--- src/hw/rtl/static_table_range_encoder_top_assert.svh ---
// Assertion macros used by the range encoder coder.
// Each macro takes a label, a clock, a reset, the conditions and a message.
`ifndef STATIC_TABLE_RANGE_ENCODER_TOP_ASSERT_SVH
`define STATIC_TABLE_RANGE_ENCODER_TOP_ASSERT_SVH

// Same-cycle implication.
`define STRE_ASSERT_NOW(label, clk, rst, ante, cons, msg) \
  label: assert property (@(posedge clk) disable iff (rst) (ante) |-> (cons)) \
    else $error(msg);

// Next-cycle implication.
`define STRE_ASSERT_NEXT(label, clk, rst, ante, cons, msg) \
  label: assert property (@(posedge clk) disable iff (rst) (ante) |=> (cons)) \
    else $error(msg);

`endif

--- src/hw/rtl/stre_pkg.sv ---
package stre_pkg;

  localparam int RANGE_PRECISION = 15;
  localparam int ALPHABET_SIZE   = 257;
  localparam int TABLE_DEPTH     = ALPHABET_SIZE + 1;
  localparam int TABLE_AW        = $clog2(TABLE_DEPTH);
  localparam int RENORM_SHIFT    = 24 - RANGE_PRECISION;

  localparam logic [63:0] FLOOR_RANGE = 64'd1 << (33 - RANGE_PRECISION);
  localparam logic [63:0] TOP_MASK    = 64'd255 << 56;
  localparam logic [63:0] RESET_RANGE = 64'h8000_0000_0000_0000;
  localparam logic [7:0]  ESC_BYTE    = 8'd255;

  typedef enum logic [1:0] {
    CMD_LOAD   = 2'd0,
    CMD_BYTE   = 2'd1,
    CMD_FINISH = 2'd2
  } cmd_t;

  typedef enum logic [2:0] {
    S_IDLE,
    S_MUL_LO,
    S_MUL_W,
    S_FIN,
    S_FL_HI,
    S_FL_OUT
  } coder_state_t;

  // Start values and a restart strobe from the register block.
  typedef struct packed {
    logic        restart;
    logic [62:0] start_low;
    logic [63:0] start_range;
  } cfg_t;

  // One group of results: optional leading carry, up to eight bytes taken
  // from the top of word, optional trailing carry.
  typedef struct packed {
    logic        carry_first;
    logic [3:0]  nbytes;
    logic [63:0] word;
    logic        carry_last;
  } burst_t;

endpackage

--- src/hw/rtl/stre_emit.sv ---
module stre_emit (
  input  logic             clk,
  input  logic             rst,
  input  logic             in_valid,
  output logic             in_ready,
  input  stre_pkg::burst_t in_burst,
  output logic             out_valid,
  input  logic             out_ready,
  output logic             out_kind,
  output logic [7:0]       out_byte,
  output logic             out_last
);
  import stre_pkg::*;

  logic        cf;
  logic [3:0]  nb;
  logic [63:0] word;
  logic        cl;
  logic        take;

  assign out_valid = cf || (nb != 4'd0) || cl;
  assign out_kind  = cf || (nb == 4'd0);
  assign out_byte  = out_kind ? 8'd0 : word[63:56];
  always_comb begin
    if (cf) begin
      out_last = (nb == 4'd0) && !cl;
    end else if (nb != 4'd0) begin
      out_last = (nb == 4'd1) && !cl;
    end else begin
      out_last = 1'b1;
    end
  end

  assign take     = out_valid && out_ready;
  assign in_ready = !out_valid || (take && out_last);

  always_ff @(posedge clk) begin
    if (rst) begin
      cf <= 1'b0;
      nb <= 4'd0;
      cl <= 1'b0;
    end else if (in_valid && in_ready) begin
      cf <= in_burst.carry_first;
      nb <= in_burst.nbytes;
      cl <= in_burst.carry_last;
    end else if (take) begin
      if (cf) begin
        cf <= 1'b0;
      end else if (nb != 4'd0) begin
        nb <= nb - 4'd1;
      end else begin
        cl <= 1'b0;
      end
    end
  end

  always_ff @(posedge clk) begin
    if (in_valid && in_ready) begin
      word <= in_burst.word;
    end else if (take && !cf && (nb != 4'd0)) begin
      word <= word << 8;
    end
  end

endmodule

--- config.mk ---
export PLATFORM = sky130hd
export DESIGN_NAME = stre_emit
export DESIGN_NICKNAME = d
export VERILOG_FILES = /design/src/hw/rtl/static_table_range_encoder_top_assert.svh /design/src/hw/rtl/stre_pkg.sv /design/src/hw/rtl/stre_emit.sv
export SDC_FILE = /design/constraint.sdc
export NUM_CORES = 1
export LEC_CHECK = 0
export BUFFER_PORTS_ARGS = -buffer_cell sky130_fd_sc_hd__buf_2
export CAP_MARGIN = 20
export CELL_PAD_IN_SITES_DETAIL_PLACEMENT = 1
export CELL_PAD_IN_SITES_GLOBAL_PLACEMENT = 1
export CORE_MARGIN = 5
export CORE_UTILIZATION = 47
export CTS_CLUSTER_DIAMETER = 40
export DETAILED_ROUTE_END_ITERATION = 8
export PLACE_DENSITY = 0.82
export SETUP_SLACK_MARGIN = 0.1
export SLEW_MARGIN = 0
export SYNTH_ARGS = -nofsm -noshare
export SYNTH_HDL_FRONTEND = slang
export SYNTH_SLANG_ARGS = --single-unit
export TNS_END_PERCENT = 30
--- constraint.sdc ---
create_clock -name clk -period 11.1 [get_ports clk]
set_input_delay 1.665 -clock clk [delete_from_list [all_inputs] [get_ports clk]]
set_output_delay 1.665 -clock clk [all_outputs]
set_load 0.02 [all_outputs]
# Word level (Yosys, flattened, before mapping)

Cells that the tools add are included.

Output and inout port bits: 12
Flip-flop bits (word level): 70

Reductions and logical operators: 21
Muxes and demuxes: 15
Add/subtract/negate cells: 1
Equal/unequal tests: 3

Operators by type and width:

| operator                                                                | count |
|---|---|
| 64-bit two-way mux                                                      | 2 |
| 4-bit two-way mux                                                       | 4 |
| 1-bit two-way mux                                                       | 8 |
| 8-bit two-way mux                                                       | 1 |
| 1-bit logical AND                                                       | 7 |
| 3-bit AND reduction                                                     | 2 |
| 2-bit nonzero test                                                      | 3 |
| 4-bit by 1-bit == test with 1-bit output, second input constant         | 1 |
| 4-bit logical NOT                                                       | 1 |
| 1-bit logical OR                                                        | 4 |
| 2-bit by 1-bit inequality test with 1-bit output, second input constant | 2 |
| 4-bit nonzero test                                                      | 1 |
| 4-bit by 1-bit subtractor with 4-bit output, second input constant      | 1 |
| 1-bit logical NOT                                                       | 3 |

# Logic depth before layout (Yosys ltp)

Gate-level depths: netlist of the first run.

Depth in word-level cells: 9
Depth in mapped cells: 8

# Worst setup path before layout of the first run

No wires, ideal clock.

Path kind: input port to flip-flop
Start point: input port out_ready
End point: register word[0], enable pin
Library setup time: 0.494 ns
Data required time: 10.606 ns
Arrival: 4.584 ns
Path buffers: 0
Stages on the path: 2
Path slack: 6.022 ns
Cells stage by stage: inv_1 -> o21ai_1

Longest elaborated chain between the ends: 5
Elaborated cells between the ends (all ways): 7
Those cells by class: reduce/logical: 7

RTL lines:

| element                        | line            | source |
|---|---|---|
| start, declared                | stre_emit.sv:8  | `input logic out_ready,` |
| 1-bit logical AND *            | stre_emit.sv:34 | `assign take = out_valid && out_ready;` |
| 1-bit logical AND              | stre_emit.sv:35 | `assign in_ready = !out_valid \|\| (take && out_last);` |
| 1-bit logical OR               | stre_emit.sv:35 |  |
| 1-bit logical AND              | stre_emit.sv:58 | `if (in_valid && in_ready) begin` |
| 2-bit nonzero test (no line) * | -               |  |
| end signal, assigned           | stre_emit.sv:59 | `word <= in_burst.word;` |
| end signal, assigned           | stre_emit.sv:61 | `word <= word << 8;` |
| end, declared                  | stre_emit.sv:17 | `logic [63:0] word;` |

Every way passes the cells marked *; elsewhere a longest branch is shown, timed or not.
A chain may end at the register's enable or synchronous reset.

# Worst setup path in the final report of the first run

Start point: input port out_ready
End point: output port in_ready

Longest elaborated chain between the ends: 3

RTL lines:

| element           | line            | source |
|---|---|---|
| 1-bit logical AND | stre_emit.sv:34 |  |
| 1-bit logical AND | stre_emit.sv:35 |  |
| 1-bit logical OR  | stre_emit.sv:35 |  |
| end, declared     | stre_emit.sv:5  | `output logic in_ready,` |

No other way between the ends.

==> results of run 1 <==
==> layout make-up <==
class | instances | area, µm²
Clock buffer | 14 | 163
Clock inverter | 2 | 8.76
Fill cell | 717 | 3140
Inverter | 6 | 25.0
Multi-Input combinational cell | 112 | 1240
Sequential cell | 70 | 2040
Tap cell | 99 | 124
Timing Repair Buffer | 86 | 433
==> worst paths after layout <==
| check | end | slack (ps) | cells after the start |
|---|---|---|---|
| hold reg to reg | word[31] | 550 | 1 |
| setup reg to reg | word[35] | 8170 | 7 |
| setup / recovery | in_ready | 7260 | 4 |
| hold / removal | word[31] | 550 | 1 |
==> logic make-up after synthesis <==
family,count (synthesis),synth area share
adders and majority gates,3,0.0110
buffers and inverters,14,0.0439
DFF,70,0.597
muxes,56,0.246
xor gates and xnor gates,3,0.00769
AOI/OAI and AO/OA,17,0.0322
and+or+nand+nor,33,0.0622
==> sequential cells by signal, summed over array words and instances (netlist names) <==
signal	cells
cl	1
word	64
cf	1
nb	4
==> layout by cell type, fill, tap and decap left out <==
| cell | n |
|---|---|
| o221ai_1 | 1 |
| a21boi_1 | 1 |
| or2_2 | 1 |
| inv_1 | 5 |
| nor3b_1 | 2 |
| nand3b_1 | 1 |
| xnor2_1 | 1 |
| mux2_4 | 56 |
| o21ai_4 | 1 |
| nor2_1 | 2 |
| clkinv_2 | 1 |
| o21ai_2 | 1 |
| nor2b_1 | 1 |
| clkbuf_1 | 3 |
| clkbuf_8 | 11 |
| o21ai_0 | 2 |
| a21oi_1 | 6 |
| nor3_1 | 2 |
| edfxtp_1 | 64 |
| nand3_1 | 5 |
| and3_1 | 8 |
| a32oi_1 | 1 |
| ha_1 | 3 |
| or3b_1 | 1 |
| o31ai_1 | 2 |
| xor2_1 | 2 |
| buf_4 | 1 |
| a211oi_1 | 1 |
| and2_1 | 9 |
| o21a_2 | 1 |
| nand2_8 | 1 |
| dfxtp_1 | 6 |
| buf_2 | 85 |
| inv_4 | 1 |
| clkinv_1 | 1 |
==> critical path, delay by kind of cell <==
| family | cells | cell delay (ps) |
|---|---|---|
| AOI/OAI and AO/OA | 1 | 80 |
| buffers and inverters | 3 | 430 |
==> routing by layer <==
metal  up-vias  track usage  share of wire
met5         -            0              0
met4         0       0.0721         0.0069
met3         5       0.0387          0.069
met2        63        0.238           0.49
met1       940        0.185           0.44
li1        919            -              -
==> power by group through the flow <==
stage,clock network [µW],logic [µW],registers [µW]
after global routing,200,556,549
after floorplan,0,446,539
after CTS,187,524,538
after global placement,0,502,532
after detailed placement,0,523,544
final,182,516,536
==> through the flow <==
stage | power (µW) | setup WS [ps]
finish | 1230 | 7260
global route | 1300 | 7210
floorplan | 985 | 6020
CTS | 1250 | 7260
global placement | 1030 | 7260
detailed placement | 1070 | 7260
==> results.cfg, run 1 <==
[power_and_ir_drop]
power_frac_comb = 0.418
power_switching_uw = 377
powerDensity_mw_per_mm2 = 306
power.internal_uw = 857
ir_worst_vdd_uv = 162
pwr-share-clk = 0.148
p_leak_uw = 0.00180
pwr-share-seq = 0.434
swShare = 0.305

[yosys]
synth_ff_type = edfxtp_1
synth_edf_count = 64
synthCells = 196
yosysUniqueCellTypes = 32
synth-seq-cells = 70
yosysMostFrequentCell = edfxtp_1
synth.avg_cell_area_um2 = 17.4
synthTopCellsByCount = 64 x edfxtp_1, 56 x mux2_4, 9 x and2_1
yosys_warnings = 0
synth_top_cell_area_share = 0.562
synth-async-reset-ratio = 0
yosysSeqAreaShare = 0.597
syn_area_mm2 = 0.00342
synth_fp_nets = 273
yosys.area.top_type = edfxtp_1
synthTopCellsByArea = edfxtp_1 56%, mux2_4 25%, dfxtp_1 3.5%

[timing]
holdWs_ps = 547
fmax_mhz = 260
tightest_slew_ps = 811
timing.final.crit_period_ps = 3840
maxSlewHeadroom = 0.459
finalClockSkew_ps = 7.53
hold_viol = 0
rsz0062_at_grt = no
slew_violations = 0
finalSetupViolCount = 0
period_share = 0.346
final.setup.tns_ps = 0

[clock_tree]
cts_tree = yes
clk_pin_slew_ps = 70
cts-hold-fix-buffers = 0
cts_buffers = 9
h-tree-depth = 3
clkLatencyLatePin_ps = 330
root_buffer = clkbuf_8
cts_setup_buffers = 0
cts_sinks = 70
cts_resized = 0
clock_path_buffers = 2

[critical_path]
cp-start-kind = input port
criticalPathCategory = in -> out
cpMostUsedCell = buf_2
path_cells = buf_2, inv_1, a21oi_1, buf_2
worstPathArrival_ps = 2180
crit_slowest_cell = buf_2
crit_required_ps = 9440
cp_slowest_stage_delay_ps = 170
cp_max_fo = 4
reg2reg_from = nb[1]
crit_path_end_kind = primary output
cp-startpoint = out_ready

[cells_and_area]
fin_nets = 362
drive_above_1_share = 0.552
utilization = 0.562
fin_cells = 389
antennaDiodeCount = 0
area.growth.synth_to_final_pct = 18.0
design_area_mm2 = 0.00403

[global_routing]
grt_pass1_vias = 2091
grt_pass1_wl_um = 9940
grt_max_degree = 65
grt_overflow = 0
grt.total_usage = 0.148
antenna_found_initial = 0

[floorplan]
core_mm2 = 0.00718
ios = 86
initial_core_util = 0.477
die-area_mm2 = 0.00908
die_h_um = 95.3
rows = 31
die_w_um = 95.3

[route]
firstDrtPassIters = 4
wl_um = 6370
via_per_inst = 4.95
drt_iter0_drc = 68
final_antenna_net_count = 0
vias = 1927
drc = 0
post_drt_wl_per_cell_um = 16.4

[worst_hold_path]
hold_path_class = reg -> reg
min_from = word[23]

[place]
placed_cells = 373
dp_hpwl_um = 4520
port_buffers = 85
placed_area_mm2 = 0.00386
finalWeightedCongestion = 0.778

[run]
cap_violations = 0

[run_status]
status = completed
(Power assumes the default switching activity.)
==> inputs of run 2 (changes only) <==
- CORE_UTILIZATION: 47 -> 40
- PLACE_DENSITY: 0.82 -> 0.74
- clock period: 11.1 -> 3.29 ns (I/O delays scaled with it)
==> run 2 against run 1 <==
Die area grew 16%. Count of clock-buffer cells in the layout is 5 lower. Utilization decreased by 6.9 points. Sequential cell count unchanged. Clock skew increased by 1.0 ps. Highest routed layer is now met5.
==> results.cfg, run 2 (synthesis results as in run 1) <==
[run_status]
status = completed

[clock_tree]
cts_setup_buffers = 0
cts_buffers = 9
clk_pin_slew_ps = 80
clock_path_buffers = 2
h-tree-depth = 3
clkLatencyLatePin_ps = 340
cts_sinks = 70
cts_resized = 0
cts-hold-fix-buffers = 0
cts_tree = yes
root_buffer = clkbuf_8

[route]
wl_um = 6400
vias = 1918
final_antenna_net_count = 0
drt_iter0_drc = 73
drc = 0
post_drt_wl_per_cell_um = 16.2
firstDrtPassIters = 4
via_per_inst = 4.84

[worst_hold_path]
hold_path_class = in -> reg

[floorplan]
die_h_um = 102
rows = 33
ios = 86
initial_core_util = 0.414
core_mm2 = 0.00826
die_w_um = 102
die-area_mm2 = 0.0105

[run]
cap_violations = 0

[cells_and_area]
area.growth.synth_to_final_pct = 19.0
multi_input_area_mm2 = 0.00124
regMostFlops = word
final_common_cell = buf_2
n_fill_cell = 847
mostFrequentLayoutCells = 85 x buf_2, 64 x edfxtp_1, 56 x mux2_4, 9 x and2_1, 9 x clkbuf_8
utilization = 0.493
largest_reg_flops = 64
antennaDiodeCount = 0
seq_area_mm2 = 0.00204
drive_above_1_share = 0.553
design_area_mm2 = 0.00407
fin_nets = 363
top_regs = word x64, nb x4

[critical_path]
criticalPathCategory = reg -> reg
worstPathArrival_ps = 2650
cp-start-kind = register
path_cells = inv_1, ha_1, nor3b_1, o21a_2, nand2_8, o21ai_4, buf_12
crit_path_end_kind = register
cp_slowest_stage_delay_ps = 370
crit_required_ps = 3290
crit_slowest_cell = nand2_8
cp_max_fo = 63

[global_routing]
grt_pass1_wl_um = 9880
grt_max_degree = 64
grt_overflow = 0
grt.total_usage = 0.127
grt_pass1_vias = 2000
antenna_found_initial = 2

[timing]
timing.final.crit_period_ps = 2640
finalSetupViolCount = 0
holdWs_ps = 399
finalClockSkew_ps = 8.55
final.setup.tns_ps = 0
fmax_mhz = 378
slew_violations = 0
rsz0062_at_grt = no
period_share = 0.803
tightest_slew_ps = 647
maxSlewHeadroom = 0.569
layout_setup_ws_ps = 647
hold_viol = 0

[place]
preCtsSetupSlack_ps = 669
placed_area_mm2 = 0.00389
finalWeightedCongestion = 0.793
dp_hpwl_um = 4490
port_buffers = 85

[power_and_ir_drop]
ir_worst_vdd_uv = 762
p_leak_uw = 0.00182
powerDensity_mw_per_mm2 = 1040
run 2: cell type report:
cell class	instances	share of cell area
clock inverters	7	0.0135
clock buffers	9	0.0304
multi-input cells	112	0.304
flip-flops and latches	70	0.502
inverters	6	0.00615
well taps	105	0.0323
repair buffers	87	0.111
run 2: path summary, 6_finish.rpt:
| check | endpoint | slack, ps | cells after the start | start |
|---|---|---|---|---|
| setup reg to reg | word[22] | 650 | 7 | nb[1] |
| setup / recovery | word[22] | 650 | 7 | nb[1] |
| hold / removal | cl | 400 | 2 | rst |
| hold reg to reg | cl | 530 | 2 | cl |
run 2: through the flow:
step                cells  total power (µW)
global route          396              4470
floorplan             196              3300
CTS                   396              4280
detailed placement    380              3620
global placement      380              3530
finish                396              4210
run 2: worst max-delay path: cells and delay by family (launching register included):
family | cells | cell delay, ps
and+or+nand+nor | 2 | 650
AOI/OAI and AO/OA | 2 | 550
buffers and inverters | 2 | 440
DFF | 1 | 330
adders and majority gates | 1 | 250
run 2: layer usage:
layer | vias to the layer above | global-route usage | share of wire
li1 | 923 | - | -
met1 | 905 | 0.153 | 0.42
met2 | 76 | 0.193 | 0.47
met3 | 10 | 0.0505 | 0.087
met4 | 4 | 0.0696 | 0.016
met5 | - | 0 | 0.0034
run 2: power breakdown:
group	switching [µW]	leakage, µW	total (µW)	internal, µW
Sequential	130	0.000671	1790	1660
Combinational	834	0.00105	1770	940
Clock	309	0.0000929	647	337
Total	1270	0.00182	4210	2940
==> inputs of run 3 (changes only) <==
- ABC_AREA: default -> 1
- CORE_UTILIZATION: 40 -> 39
- PLACE_DENSITY: 0.74 -> 0.77
- clock period: 3.29 -> 2.8 ns (I/O delays scaled with it)
==> run 3 against run 2 <==
Worst hold slack got worse by 130 ps. Clock skew increased by 3.5 ps. Via count increased by 33%. Clock power increased by 44%. Register-to-register slack got worse by 140 ps. Sequential power increased by 22%. Non-clock buffer count increased by 3. Wire length increased by 18%. Global-route usage increased by 2.8 points. Power increased by 29%.
==> results.cfg, run 3 <==
[yosys]
syn_area_mm2 = 0.00323
synth_top_family_by_area = simple AND/OR/NAND/NOR gates
synth_compound_area_frac = 0.0151
yosysSeqAreaShare = 0.632
yosys.area_share.xor_xnor = 0.00542
yosys.area.top_type = edfxtp_1
synth-simple-area-share = 0.276
synthAdderAreaFrac = 0.0116
synth_edf_count = 64
synthCells = 356
yosysUniqueCellTypes = 17
synth.avg_cell_area_um2 = 9.08
synth-seq-cells = 70
synth_ff_type = edfxtp_1
synthTopCellsByCount = 196 x nand2_1, 64 x edfxtp_1, 27 x inv_1, 27 x nor2_1, 13 x buf_2
synthTopCellsByArea = edfxtp_1 59%, nand2_1 23%, dfxtp_1 3.7%
synth.mux.area_fraction = 0
synth_fp_nets = 433
synth_top_cell_area_share = 0.595
yosysMostFrequentCell = nand2_1
synth-async-reset-ratio = 0
yosys_warnings = 0

[place]
port_buffers = 85
placed_cells = 536
dp_hpwl_um = 5240
finalWeightedCongestion = 0.821
preCtsSetupSlack_ps = 487

[critical_path]
crit_required_ps = 2380
crit_family = simple AND/OR/NAND/NOR gates
crit_slowest_cell = dfxtp_1
cp_slowest_stage_delay_ps = 350
worstPathArrival_ps = 1910
path_cells = inv_1, ha_1, nand2_1, nand2_1, nor2_1, buf_2
criticalPathCategory = reg -> out
cp-start-kind = register
r2r_slack_ps = 510
rr_worst_depth = 10
reg2reg_from = nb[0]
reg2reg_to = nb[2]
crit_path_end_kind = primary output
cp_max_fo = 14
cpMostUsedCell = nand2_1
worst-path-buf-inv = 2

[timing]
holdWs_ps = 270
layout_setup_ws_ps = 471
final.setup.tns_ps = 0
fmax_mhz = 429
hold_viol = 0
maxSlewHeadroom = 0.608
tightest_slew_ps = 587
finalSetupViolCount = 0
period_share = 0.832
finalClockSkew_ps = 12.1
slew_violations = 0
timing.final.crit_period_ps = 2330
rsz0062_at_grt = no

[clock_tree]
clk_pin_slew_ps = 80
clock_path_buffers = 2
cts_resized = 0
cts_sinks = 70
cts_tree = yes
cts_buffers = 9
clkLatencyLatePin_ps = 340
cts-hold-fix-buffers = 0
h-tree-depth = 3
cts_setup_buffers = 0
root_buffer = clkbuf_8

[worst_hold_path]
hold_path_class = in -> reg
min_from = rst
whs_endpoint = cl
min_path_cells = 2

[global_routing]
grt_pass1_wl_um = 12300
gr-usage-met3 = 0.0422
grt_max_degree = 66
grt_pass1_vias = 2721
met2_usage = 0.261
grt.busiest_layer = met2
antenna_found_initial = 0
met1_usage = 0.189
grt.total_usage = 0.154
grt_overflow = 0

[cells_and_area]
top_regs = word x64, nb x4
regMostFlops = word
mostFrequentLayoutCells = 196 x nand2_1, 85 x buf_2, 64 x edfxtp_1, 27 x inv_1, 27 x nor2_1
largest_reg_flops = 64
drive_above_1_share = 0.251
fin_nets = 519
n_fill_cell = 967
final_common_cell = nand2_1
fin_cells = 552
area.growth.synth_to_final_pct = 24.1
antennaDiodeCount = 0

[floorplan]
core_mm2 = 0.00813
die_w_um = 101
initial_core_util = 0.397
die-area_mm2 = 0.0102
rows = 33
die_h_um = 101
ios = 86

[power_and_ir_drop]
powerDensity_mw_per_mm2 = 1350
power_frac_comb = 0.424
finalPower_uw = 5420
power_switching_uw = 2140
pwr-share-clk = 0.172
ir_worst_vdd_uv = 460
pwr-share-seq = 0.404
swShare = 0.395
p_leak_uw = 0.00195
power.internal_uw = 3280

[route]
drc = 0
post_drt_wl_per_cell_um = 13.6
final_antenna_net_count = 0
drt_iter0_drc = 95
via_per_inst = 4.63
vias = 2555
firstDrtPassIters = 4
wl_um = 7530

[run_status]
status = completed

[run]
cap_violations = 0
run 3: cells by family after synthesis:
| group | Yosys count |
|---|---|
| flops | 70 |
| compound gates | 7 |
| xor+xnor | 2 |
| fa+ha+maj | 3 |
| buf+inv | 44 |
| simple gates | 230 |
run 3: area by class of cell:
class / instances / area [µm²] / share of cell area
tap: 105 / 131 / 0.0328
multi-input combinational: 242 / 1010 / 0.253
inverter: 29 / 109 / 0.0271
timing repair buffer: 90 / 488 / 0.122
clock inverter: 7 / 104 / 0.0259
sequential: 70 / 2040 / 0.509
clock buffer: 9 / 124 / 0.0309
run 3: layer usage:
layer | part of all wire | vias to the layer above | routed length (µm)
met5 | 0 | - | 0
met4 | 0.010 | 0 | 76
met3 | 0.073 | 8 | 553
met2 | 0.49 | 74 | 3680
met1 | 0.43 | 1185 | 3220
li1 | - | 1288 | -
run 3: metrics by stage:
stage / area [µm²] / utilization
6_report: 4010 / 0.493
5_1_grt: 4010 / 0.493
4_1_cts: 4010 / 0.493
3_5_place_dp: 3780 / 0.465
3_3_place_gp: 3780 / 0.465
2_1_floorplan: 3240 / -
run 3: worst max-delay path by stage:
stage | endpoint | cells past startpoint | startpoint | slack [ps]
after floorplan | word[0] | 5 | nb[0] | 440
after global placement | nb[0] | 10 | nb[0] | 590
after detailed placement | nb[2] | 10 | nb[0] | 490
after CTS | out_byte[4] | 6 | nb[0] | 420
final | out_byte[6] | 6 | nb[0] | 470
after global routing | nb[3] | 10 | nb[1] | 290
run 3: power groups by stage:
stage	logic (µW)	registers [µW]	clock network, µW
finish	2300	2190	932
global route	2610	2250	1000
CTS	2360	2200	953
global placement	2200	2180	0
floorplan	1680	2190	0
detailed placement	2340	2220	0
run 3: worst register-to-register path, stage by stage (launching register included):
cell and delay [ps]:
dfxtp_1 330, inv_1 140, ha_1 260, nand4_2 150, nand2_1 140, nand4_4 360, o21ai_4 200, buf_12 340
inv_2 120, nor2_1 120, nor2_1 50
